File: src/rtl/pxc_pkg.sv
package pxc_pkg;

    // payload of one input transaction
    typedef struct packed {
        logic [7:0] data_byte;
        logic       end_of_input;
    } pxc_in_t;

    // payload of one result transaction
    typedef struct packed {
        logic [7:0] out_byte;
        logic       last_of_run;
    } pxc_out_t;

    // line kinds picked by the first byte of a line
    typedef enum logic [3:0] {
        K_IGNORE  = 4'd0,
        K_OPEN    = 4'd1,
        K_ATTR    = 4'd2,
        K_TEXT    = 4'd3,
        K_PI      = 4'd4,
        K_DOCTYPE = 4'd5,
        K_COMMENT = 4'd6,
        K_CDATA   = 4'd7,
        K_CLOSE   = 4'd8
    } kind_t;

    // output fragments, each a fixed string or the input byte itself
    typedef enum logic [4:0] {
        S_NONE,
        S_LIT,
        S_GT,
        S_LT,
        S_SP,
        S_NL,
        S_TAB,
        S_BSL,
        S_QUOTE,
        S_PI_OPEN,
        S_DT_OPEN,
        S_COM_OPEN,
        S_CDATA_OPEN,
        S_CLOSE_OPEN,
        S_EQ_QUOTE,
        S_ENT_LT,
        S_ENT_GT,
        S_ENT_AMP,
        S_ENT_QUOT,
        S_PI_END,
        S_DT_END,
        S_COM_END,
        S_CDATA_END
    } str_t;

    localparam int unsigned TEXT_MAX        = 9;
    localparam int unsigned NSLOT           = 7;
    localparam int unsigned SLOT_W          = $clog2(NSLOT);
    localparam int unsigned QUEUE_DEPTH_DEF = 4;

    typedef logic [0:TEXT_MAX-1][7:0] text_t;

    // one item's worth of output, compacted to slots 0..last
    typedef struct packed {
        logic [7:0]                   lit;
        logic [SLOT_W-1:0]            last;
        str_t [NSLOT-1:0]             slot;
    } desc_t;

    localparam logic [7:0] CH_NL     = 8'h0A;
    localparam logic [7:0] CH_TAB    = 8'h09;
    localparam logic [7:0] CH_SP     = 8'h20;
    localparam logic [7:0] CH_QUOTE  = 8'h22;
    localparam logic [7:0] CH_AMP    = 8'h26;
    localparam logic [7:0] CH_LPAREN = 8'h28;
    localparam logic [7:0] CH_RPAREN = 8'h29;
    localparam logic [7:0] CH_DASH   = 8'h2D;
    localparam logic [7:0] CH_LT     = 8'h3C;
    localparam logic [7:0] CH_GT     = 8'h3E;
    localparam logic [7:0] CH_QMARK  = 8'h3F;
    localparam logic [7:0] CH_UC_A   = 8'h41;
    localparam logic [7:0] CH_UC_C   = 8'h43;
    localparam logic [7:0] CH_UC_D   = 8'h44;
    localparam logic [7:0] CH_LBRACK = 8'h5B;
    localparam logic [7:0] CH_BSL    = 8'h5C;
    localparam logic [7:0] CH_LC_N   = 8'h6E;
    localparam logic [7:0] CH_LC_T   = 8'h74;

    function automatic logic [3:0] str_len(str_t s);
        case (s)
            S_PI_OPEN:    return 4'd2;
            S_DT_OPEN:    return 4'd9;
            S_COM_OPEN:   return 4'd4;
            S_CDATA_OPEN: return 4'd9;
            S_CLOSE_OPEN: return 4'd2;
            S_EQ_QUOTE:   return 4'd2;
            S_ENT_LT:     return 4'd4;
            S_ENT_GT:     return 4'd4;
            S_ENT_AMP:    return 4'd5;
            S_ENT_QUOT:   return 4'd6;
            S_PI_END:     return 4'd3;
            S_DT_END:     return 4'd2;
            S_COM_END:    return 4'd4;
            S_CDATA_END:  return 4'd4;
            default:      return 4'd1;
        endcase
    endfunction

    // characters of a fragment, left aligned
    function automatic text_t str_text(str_t s, logic [7:0] lit);
        case (s)
            S_LIT:        return {lit, 64'h0};
            S_GT:         return {CH_GT, 64'h0};
            S_LT:         return {CH_LT, 64'h0};
            S_SP:         return {CH_SP, 64'h0};
            S_NL:         return {CH_NL, 64'h0};
            S_TAB:        return {CH_TAB, 64'h0};
            S_BSL:        return {CH_BSL, 64'h0};
            S_QUOTE:      return {CH_QUOTE, 64'h0};
            S_PI_OPEN:    return {"<?", 56'h0};
            S_DT_OPEN:    return "<!DOCTYPE";
            S_COM_OPEN:   return {"<!--", 40'h0};
            S_CDATA_OPEN: return "<![CDATA[";
            S_CLOSE_OPEN: return {"</", 56'h0};
            S_EQ_QUOTE:   return {"=", CH_QUOTE, 56'h0};
            S_ENT_LT:     return {"&lt;", 40'h0};
            S_ENT_GT:     return {"&gt;", 40'h0};
            S_ENT_AMP:    return {"&amp;", 32'h0};
            S_ENT_QUOT:   return {"&quot;", 24'h0};
            S_PI_END:     return {"?>", CH_NL, 48'h0};
            S_DT_END:     return {CH_GT, CH_NL, 56'h0};
            S_COM_END:    return {"-->", CH_NL, 40'h0};
            S_CDATA_END:  return {"]]>", CH_NL, 40'h0};
            default:      return {lit, 64'h0};
        endcase
    endfunction

endpackage

File: src/rtl/pxc_front.sv
module pxc_front (
    input  logic             clk,
    input  logic             rst_n,
    input  logic             push,
    input  pxc_pkg::pxc_in_t item,
    input  logic             q_full,
    output logic             q_wr,
    output pxc_pkg::desc_t   q_data
);
    import pxc_pkg::*;

    kind_t kind_reg, kind_next;
    logic  at_start_reg, at_start_next;
    logic  tag_open_reg, tag_open_next;
    logic  vstart_reg, vstart_next;
    logic  bsp_reg, bsp_next;

    logic       take;
    logic [7:0] b;
    logic       eoi;
    str_t       cand [NSLOT];
    logic [3:0] n;
    logic [3:0] n_m1;

    function automatic str_t esc_code(kind_t k, logic [7:0] c);
        logic is_attr;
        logic is_text;
        is_attr = (k == K_ATTR);
        is_text = (k == K_TEXT) || (k == K_PI) || (k == K_DOCTYPE) || (k == K_COMMENT);
        if (c == CH_LT && (is_attr || is_text))
            return S_ENT_LT;
        else if (c == CH_GT && is_text)
            return S_ENT_GT;
        else if (c == CH_AMP && (is_attr || is_text))
            return S_ENT_AMP;
        else if (c == CH_QUOTE && is_attr)
            return S_ENT_QUOT;
        else
            return S_LIT;
    endfunction

    function automatic str_t fin_code(kind_t k, logic vs);
        case (k)
            K_ATTR:    return vs ? S_QUOTE : S_NONE;
            K_PI:      return S_PI_END;
            K_DOCTYPE: return S_DT_END;
            K_COMMENT: return S_COM_END;
            K_CDATA:   return S_CDATA_END;
            K_CLOSE:   return S_GT;
            default:   return S_NONE;
        endcase
    endfunction

    assign take = push && !q_full;
    assign b    = item.data_byte;
    assign eoi  = item.end_of_input;

    // classify the byte; cand holds the fragments in output order:
    // pending tag close, lone backslash, main fragment, backslash at
    // line end, line trailer, tag close at stream end, final newline
    always_comb
    begin
        kind_next     = kind_reg;
        at_start_next = at_start_reg;
        tag_open_next = tag_open_reg;
        vstart_next   = vstart_reg;
        bsp_next      = bsp_reg;
        for (int i = 0; i < NSLOT; i++)
            cand[i] = S_NONE;

        if (at_start_reg)
        begin
            if (tag_open_reg && b != CH_UC_A)
            begin
                cand[0]       = S_GT;
                tag_open_next = 1'b0;
            end
            if (b != CH_NL)
            begin
                at_start_next = 1'b0;
                vstart_next   = 1'b0;
                case (b)
                    CH_LPAREN:
                    begin
                        kind_next = K_OPEN;
                        cand[2]   = S_LT;
                    end
                    CH_UC_A:
                    begin
                        if (tag_open_reg)
                        begin
                            kind_next = K_ATTR;
                            cand[2]   = S_SP;
                        end
                        else
                            kind_next = K_IGNORE;
                    end
                    CH_DASH:   kind_next = K_TEXT;
                    CH_QMARK:
                    begin
                        kind_next = K_PI;
                        cand[2]   = S_PI_OPEN;
                    end
                    CH_UC_D:
                    begin
                        kind_next = K_DOCTYPE;
                        cand[2]   = S_DT_OPEN;
                    end
                    CH_UC_C:
                    begin
                        kind_next = K_COMMENT;
                        cand[2]   = S_COM_OPEN;
                    end
                    CH_LBRACK:
                    begin
                        kind_next = K_CDATA;
                        cand[2]   = S_CDATA_OPEN;
                    end
                    CH_RPAREN:
                    begin
                        kind_next = K_CLOSE;
                        cand[2]   = S_CLOSE_OPEN;
                    end
                    default:   kind_next = K_IGNORE;
                endcase
            end
            else if (tag_open_reg)
            begin
                cand[0]       = S_GT;
                tag_open_next = 1'b0;
            end
        end
        else if (b == CH_NL)
        begin
            if (bsp_reg)
            begin
                cand[3]  = S_BSL;
                bsp_next = 1'b0;
            end
            cand[4] = fin_code(kind_reg, vstart_reg);
            if (kind_reg == K_OPEN)
                tag_open_next = 1'b1;
            kind_next     = K_IGNORE;
            vstart_next   = 1'b0;
            at_start_next = 1'b1;
        end
        else
        begin
            case (kind_reg)
                K_OPEN, K_CLOSE: cand[2] = S_LIT;
                K_ATTR, K_TEXT, K_PI, K_DOCTYPE, K_COMMENT, K_CDATA:
                begin
                    if (kind_reg == K_ATTR && !vstart_reg)
                    begin
                        if (b == CH_SP)
                        begin
                            cand[2]     = S_EQ_QUOTE;
                            vstart_next = 1'b1;
                        end
                        else
                            cand[2] = S_LIT;
                    end
                    else if (bsp_reg)
                    begin
                        bsp_next = 1'b0;
                        if (b == CH_LC_N)
                            cand[2] = S_NL;
                        else if (b == CH_LC_T)
                            cand[2] = S_TAB;
                        else if (b == CH_BSL)
                            cand[2] = S_BSL;
                        else
                        begin
                            cand[1] = S_BSL;
                            cand[2] = esc_code(kind_reg, b);
                        end
                    end
                    else if (b == CH_BSL)
                        bsp_next = 1'b1;
                    else
                        cand[2] = esc_code(kind_reg, b);
                end
                default: ;
            endcase
        end

        // stream end: finish the line, close a pending tag, add newline
        if (eoi)
        begin
            if (!at_start_next)
            begin
                if (bsp_next)
                    cand[3] = S_BSL;
                cand[4] = fin_code(kind_next, vstart_next);
                if (kind_next == K_OPEN)
                    tag_open_next = 1'b1;
            end
            if (tag_open_next)
                cand[5] = S_GT;
            cand[6]       = S_NL;
            kind_next     = K_IGNORE;
            at_start_next = 1'b1;
            tag_open_next = 1'b0;
            vstart_next   = 1'b0;
            bsp_next      = 1'b0;
        end
    end

    // pack the used fragments to the front of the descriptor
    always_comb
    begin
        n = 4'd0;
        q_data.lit = b;
        for (int i = 0; i < NSLOT; i++)
            q_data.slot[i] = S_NONE;
        for (int i = 0; i < NSLOT; i++)
        begin
            if (cand[i] != S_NONE)
            begin
                q_data.slot[n[SLOT_W-1:0]] = cand[i];
                n = n + 4'd1;
            end
        end
        n_m1        = n - 4'd1;
        q_data.last = n_m1[SLOT_W-1:0];
    end

    assign q_wr = take && (n != 4'd0);

    always_ff @(posedge clk or negedge rst_n)
    begin
        if (!rst_n)
        begin
            kind_reg     <= K_IGNORE;
            at_start_reg <= 1'b1;
            tag_open_reg <= 1'b0;
            vstart_reg   <= 1'b0;
            bsp_reg      <= 1'b0;
        end
        else if (take)
        begin
            kind_reg     <= kind_next;
            at_start_reg <= at_start_next;
            tag_open_reg <= tag_open_next;
            vstart_reg   <= vstart_next;
            bsp_reg      <= bsp_next;
        end
    end

endmodule

File: src/rtl/pxc_queue.sv
module pxc_queue #(
    parameter int unsigned DEPTH = pxc_pkg::QUEUE_DEPTH_DEF
) (
    input  logic           clk,
    input  logic           rst_n,
    input  logic           wr_en,
    input  pxc_pkg::desc_t wr_data,
    output logic           full,
    input  logic           rd_en,
    output pxc_pkg::desc_t rd_data,
    output logic           empty
);
    import pxc_pkg::*;

    localparam int unsigned AW = (DEPTH > 1) ? $clog2(DEPTH) : 1;
    localparam int unsigned CW = $clog2(DEPTH + 1);

    desc_t            entry_reg [DEPTH];
    logic [AW-1:0]    wr_ptr_reg, wr_ptr_next;
    logic [AW-1:0]    rd_ptr_reg, rd_ptr_next;
    logic [CW-1:0]    count_reg, count_next;

    assign full    = (count_reg == CW'(DEPTH));
    assign empty   = (count_reg == '0);
    assign rd_data = entry_reg[rd_ptr_reg];

    always_comb
    begin
        wr_ptr_next = wr_ptr_reg;
        rd_ptr_next = rd_ptr_reg;
        count_next  = count_reg;
        if (wr_en)
            wr_ptr_next = (wr_ptr_reg == AW'(DEPTH - 1)) ? '0 : wr_ptr_reg + 1'b1;
        if (rd_en)
            rd_ptr_next = (rd_ptr_reg == AW'(DEPTH - 1)) ? '0 : rd_ptr_reg + 1'b1;
        if (wr_en && !rd_en)
            count_next = count_reg + 1'b1;
        else if (rd_en && !wr_en)
            count_next = count_reg - 1'b1;
    end

    always_ff @(posedge clk)
    begin
        if (wr_en)
            entry_reg[wr_ptr_reg] <= wr_data;
    end

    always_ff @(posedge clk or negedge rst_n)
    begin
        if (!rst_n)
        begin
            wr_ptr_reg <= '0;
            rd_ptr_reg <= '0;
            count_reg  <= '0;
        end
        else
        begin
            wr_ptr_reg <= wr_ptr_next;
            rd_ptr_reg <= rd_ptr_next;
            count_reg  <= count_next;
        end
    end

endmodule

File: src/rtl/pxc_back.sv
module pxc_back (
    input  logic              clk,
    input  logic              rst_n,
    input  logic              q_empty,
    input  pxc_pkg::desc_t    q_data,
    output logic              q_rd,
    output logic              empty,
    input  logic              pop,
    output pxc_pkg::pxc_out_t result
);
    import pxc_pkg::*;

    logic [SLOT_W-1:0] sidx_reg, sidx_next;
    logic [3:0]        cidx_reg, cidx_next;
    logic              ovalid_reg, ovalid_next;
    pxc_out_t          obuf_reg, obuf_next;

    str_t       code;
    logic [3:0] len_m1;
    text_t      text;
    logic       last_char;
    logic       last_slot;
    logic       load;

    assign code      = q_data.slot[sidx_reg];
    assign len_m1    = str_len(code) - 4'd1;
    assign text      = str_text(code, q_data.lit);
    assign last_char = (cidx_reg == len_m1);
    assign last_slot = (sidx_reg == q_data.last);
    assign load      = !q_empty && (!ovalid_reg || pop);

    always_comb
    begin
        sidx_next   = sidx_reg;
        cidx_next   = cidx_reg;
        ovalid_next = ovalid_reg && !pop;
        obuf_next   = obuf_reg;
        q_rd        = 1'b0;
        if (load)
        begin
            ovalid_next           = 1'b1;
            obuf_next.out_byte    = text[cidx_reg];
            obuf_next.last_of_run = last_char && last_slot;
            if (last_char)
            begin
                cidx_next = 4'd0;
                if (last_slot)
                begin
                    sidx_next = '0;
                    q_rd      = 1'b1;
                end
                else
                    sidx_next = sidx_reg + 1'b1;
            end
            else
                cidx_next = cidx_reg + 4'd1;
        end
    end

    always_ff @(posedge clk or negedge rst_n)
    begin
        if (!rst_n)
        begin
            sidx_reg   <= '0;
            cidx_reg   <= 4'd0;
            ovalid_reg <= 1'b0;
        end
        else
        begin
            sidx_reg   <= sidx_next;
            cidx_reg   <= cidx_next;
            ovalid_reg <= ovalid_next;
        end
    end

    always_ff @(posedge clk)
    begin
        obuf_reg <= obuf_next;
    end

    assign empty  = !ovalid_reg;
    assign result = obuf_reg;

endmodule

File: src/rtl/pyx_to_xml_stream_converter.sv
// path: an accepted input transaction is written into the descriptor queue; its first result
// byte is then loaded from the queue into the output register that drives the result ports
// throughput: one input transaction per cycle while the queue has room; the back end
// sends one byte per cycle while its output is empty or being popped; an item expands to
// 1 byte for a plain body byte and up to 15 bytes at a line start or stream end
// reset: rst_n asynchronous active low, clears line state, queue and output valid flag
module pyx_to_xml_stream_converter #(
    parameter int unsigned QUEUE_DEPTH = pxc_pkg::QUEUE_DEPTH_DEF
) (
    input  logic              clk,
    input  logic              rst_n,
    input  logic              push,
    output logic              full,
    input  pxc_pkg::pxc_in_t  item,
    output logic              empty,
    input  logic              pop,
    output pxc_pkg::pxc_out_t result
);
    import pxc_pkg::*;

    // front to queue
    logic  q_wr;
    desc_t q_wdata;
    logic  q_full;

    // queue to back end
    logic  q_rd;
    desc_t q_rdata;
    logic  q_empty;

    // input side stalls only when the descriptor queue is full
    assign full = q_full;

    // front end: tracks line kind, pending tag and escapes, and turns each
    // input transaction into a compact list of output fragments
    pxc_front u_front (
        .clk    (clk),
        .rst_n  (rst_n),
        .push   (push),
        .item   (item),
        .q_full (q_full),
        .q_wr   (q_wr),
        .q_data (q_wdata)
    );

    // short queue so the front keeps taking bytes while the back end expands
    // entities and markers
    pxc_queue #(
        .DEPTH (QUEUE_DEPTH)
    ) u_queue (
        .clk     (clk),
        .rst_n   (rst_n),
        .wr_en   (q_wr),
        .wr_data (q_wdata),
        .full    (q_full),
        .rd_en   (q_rd),
        .rd_data (q_rdata),
        .empty   (q_empty)
    );

    // back end: walks the fragments character by character into the
    // output register; a waiting result holds the front back only once the queue is full
    pxc_back u_back (
        .clk     (clk),
        .rst_n   (rst_n),
        .q_empty (q_empty),
        .q_data  (q_rdata),
        .q_rd    (q_rd),
        .empty   (empty),
        .pop     (pop),
        .result  (result)
    );

endmodule

File: config.mk
export PLATFORM = sky130hd
export DESIGN_NAME = pyx_to_xml_stream_converter
export DESIGN_NICKNAME = d
export VERILOG_FILES = /design/src/rtl/pxc_pkg.sv /design/src/rtl/pxc_front.sv /design/src/rtl/pxc_queue.sv /design/src/rtl/pxc_back.sv /design/src/rtl/pyx_to_xml_stream_converter.sv
export SDC_FILE = /design/constraint.sdc
export NUM_CORES = 1
export LEC_CHECK = 0
export ABC_CLOCK_PERIOD_IN_PS = 7700
export BUFFER_PORTS_ARGS = -buffer_cell sky130_fd_sc_hd__clkbuf_2
export CAP_MARGIN = 20
export CORE_ASPECT_RATIO = 0.5
export CORE_MARGIN = 5
export CORE_UTILIZATION = 45
export CTS_CLUSTER_SIZE = 8
export DETAILED_ROUTE_END_ITERATION = 6
export PLACE_DENSITY = 0.61
export SETUP_SLACK_MARGIN = 0.2
export SYNTH_ARGS = -nofsm -noshare
export SYNTH_HDL_FRONTEND = slang
export SYNTH_SLANG_ARGS = --single-unit
File: constraint.sdc
create_clock -name clk -period 7.7 [get_ports clk]
set_input_delay 0.77 -clock clk [delete_from_list [all_inputs] [get_ports clk]]
set_output_delay 0.77 -clock clk [all_outputs]
set_load 0.01 [all_outputs]
==> qor.yml <==
cp-end-kind: "flip-flop"
path_delay_family: "adder cells"
viasPerCell: 6.17
maxCapViolCount: 0
antenna_found_initial: 1
drv_slew: 0
fillers: 2441
num_vias: 9318
cp_max_fo: 9
critPathRequiredTime_ns: 8.14
synth.area.top_cells: "edfxtp_1, mux4_2, dfrtp_1"
ys_top_cells_by_count: "edfxtp_1, nand2_1, nor2_1"
yosys_warnings: 0
core_area_um2: 27800
switching_power_uw: 2800
grt_first_pass_wirelength_um: 54300
synth.distinct_cells: 106
p_leak_uw: 0.00496
status: "finished, final reports clean"
pwr-share-comb_pct: 50.9
synth.top_cell.area_share_pct: 45.5
critPathMostFrequentCell: "ha_1"
rsz0062_at_grt: "no"
synth_cells: 1070
busiest_layer: "met1"
start_util_pct: 45.8
drt_iter0_drc: 951
crit_arrival_ns: 7.54
dp_hpwl_um: 24700
worst_pin_slew_ns: 1.12
rrSetupSlack_ns: 0.61
worst-path-stages: 30
met3_usage_pct: 3.09
cts_tree: "done"
die_h_um: 129
finalSetupTns_ns: 0
first_pass_iters: 6
nets: 1142
clkSlewWorstSetupHoldPaths_ns: 0.05
fin_skew_ns: 0.0196
rr_worst_depth: 30
fmaxAchievable_ghz: 0.141
cellPowerDensity_nw_per_um2: 469
rr_endpoint: "u_queue.count_reg[1]"
syn_area_um2: 12700
internal_power_uw: 3900
clockPowerShare_pct: 18.9
syn-num-nets: 1108
gp_congestion: 0.946
root_buffer: "clkbuf_16"
slew_headroom_pct: 24.7
ctsHoldBuffers: 0
diodes: 0
grt_util_all_layers_pct: 22.2
netlist.top_cell.by_area: "edfxtp_1"
crit_type: "flip-flop to flip-flop"
grt_remaining_overflow: 0
final_hold_viol_count: 0
use_met2_pct: 33.5
totalWireLength_um: 35000
htree_levels: 1
synth-seq-cells: 216
swShare_pct: 41.8
hold_path_class: "input pin to async pin"
first_global_vias: 8892
dieArea_um2: 31900
grt_max_degree: 47
min_period_over_period_pct: 92.1
rows: 43
drive_gt1_share_pct: 19.7
clkSinkCount: 216
cts_buffers: 31
path_buf_inv: 7
cts_buffer_depth: 3
synthArstFlopShare_pct: 10.6
wire_per_inst_um: 23.2
yosysSeqAreaShare_pct: 50.1
numPortBuffers: 23
p_seq_share_pct: 30.2
synth_edf_count: 193
io_pins: 24
whs_ns: 0.258
finalSetupViolCount: 0
period_minus_slack_ns: 7.09
cp_slowest_cell: "or4b_4"
use_met1_pct: 34.6
drc: 0
die_w_um: 248
synth_most_common_cell: "edfxtp_1"
synthFlopType: "edfxtp_1"
clk_latency_ns: 0.57
areaGrowthSynthToFinish_pct: 12.3
vdd_drop_max_mv: 0.229
setup.worst_path.start_class: "flip-flop"
syn_avg_cell_area_um2: 11.9
max_stage_delay_ns: 0.58
largest_reg_flops: 184
r2r_start: "u_front.kind_reg[3]"
ant_nets: 0
power by group through the flow:
stage	registers [uW]	clock network, uW	logic [uW]
after global routing	2060	1350	3710
final	2020	1270	3410
after detailed placement	2050	0	3370
after CTS	2030	1290	3390
after floorplan	1900	0	2510
after global placement	2030	0	3340
worst max path at each step:
| stage | endpoint | start |
|---|---|---|
| 2_1_floorplan | u_queue.count_reg[1] | item[8] |
| 3_3_place_gp | u_queue.count_reg[1] | item[7] |
| 3_5_place_dp | u_queue.count_reg[1] | item[1] |
| 4_1_cts | u_queue.count_reg[1] | u_front.kind_reg[3] |
| 5_1_grt | u_queue.count_reg[1] | u_front.kind_reg[3] |
| 6_report | u_queue.count_reg[1] | u_front.kind_reg[3] |
cells by family after synthesis:
kind of cell | synth area share (%)
AND/OR/NAND/NOR | 15.4
XOR/XNOR | 2.20
multiplexers | 11.3
AO/OA/AOI/OAI | 14.6
flip-flops | 50.1
adder cells (fa/ha/maj) | 2.75
buffers and inverters | 3.60
per-layer routing:
metal	routed length, um	vias to the layer above
li1	-	4245
met4	559	0
met5	0	-
met2	15500	358
met3	2490	47
met1	16500	4668
through the flow:
| step | util, % | worst slack, ns | cells | total power (uW) | cell area, um2 |
|---|---|---|---|---|---|
| final | 51.5 | 0.607 | 1511 | 6700 | 14300 |
| after global routing | 51.5 | 0.201 | 1511 | 7120 | 14300 |
| after CTS | 51.4 | 0.572 | 1509 | 6700 | 14300 |
| after detailed placement | 48.1 | 0.137 | 1451 | 5420 | 13400 |
| after global placement | 48.1 | 0.262 | 1451 | 5360 | 13400 |
| after floorplan | - | 0.287 | 1070 | 4410 | 12700 |
layout make-up:
cell class | instances | area, um2 | area share, %
clock buffers | 56 | 890 | 6.23
clock inverters | 2 | 25.0 | 0.175
inverters | 38 | 143 | 0.998
multi-input cells | 751 | 5920 | 41.4
flip-flops and latches | 216 | 6380 | 44.6
well taps | 382 | 478 | 3.35
repair buffers | 66 | 458 | 3.20
placed cells by master (no fill, tap or decap), types with 12 or more instances in the layout:
master,instances
nand3_1,38
xnor2_1,16
and3_1,12
a21oi_1,51
inv_1,32
clkbuf_16,31
edfxtp_1,193
clkbuf_1,23
mux2i_1,15
nor2b_1,16
clkbuf_2,23
dfrtp_1,20
nand2_1,84
buf_4,39
nor2_1,72
a31oi_1,20
mux4_2,51
nor3_1,26
nand2b_1,17
a21o_1,14
o21ai_0,54
ha_1,23
timing repair:
item                       4_1_cts  5_1_grt
setup endpoints to repair        0        1
gates resized for setup          0        2
setup buffers                    0        0
Note: power is estimated with default switching activity, not from simulation.
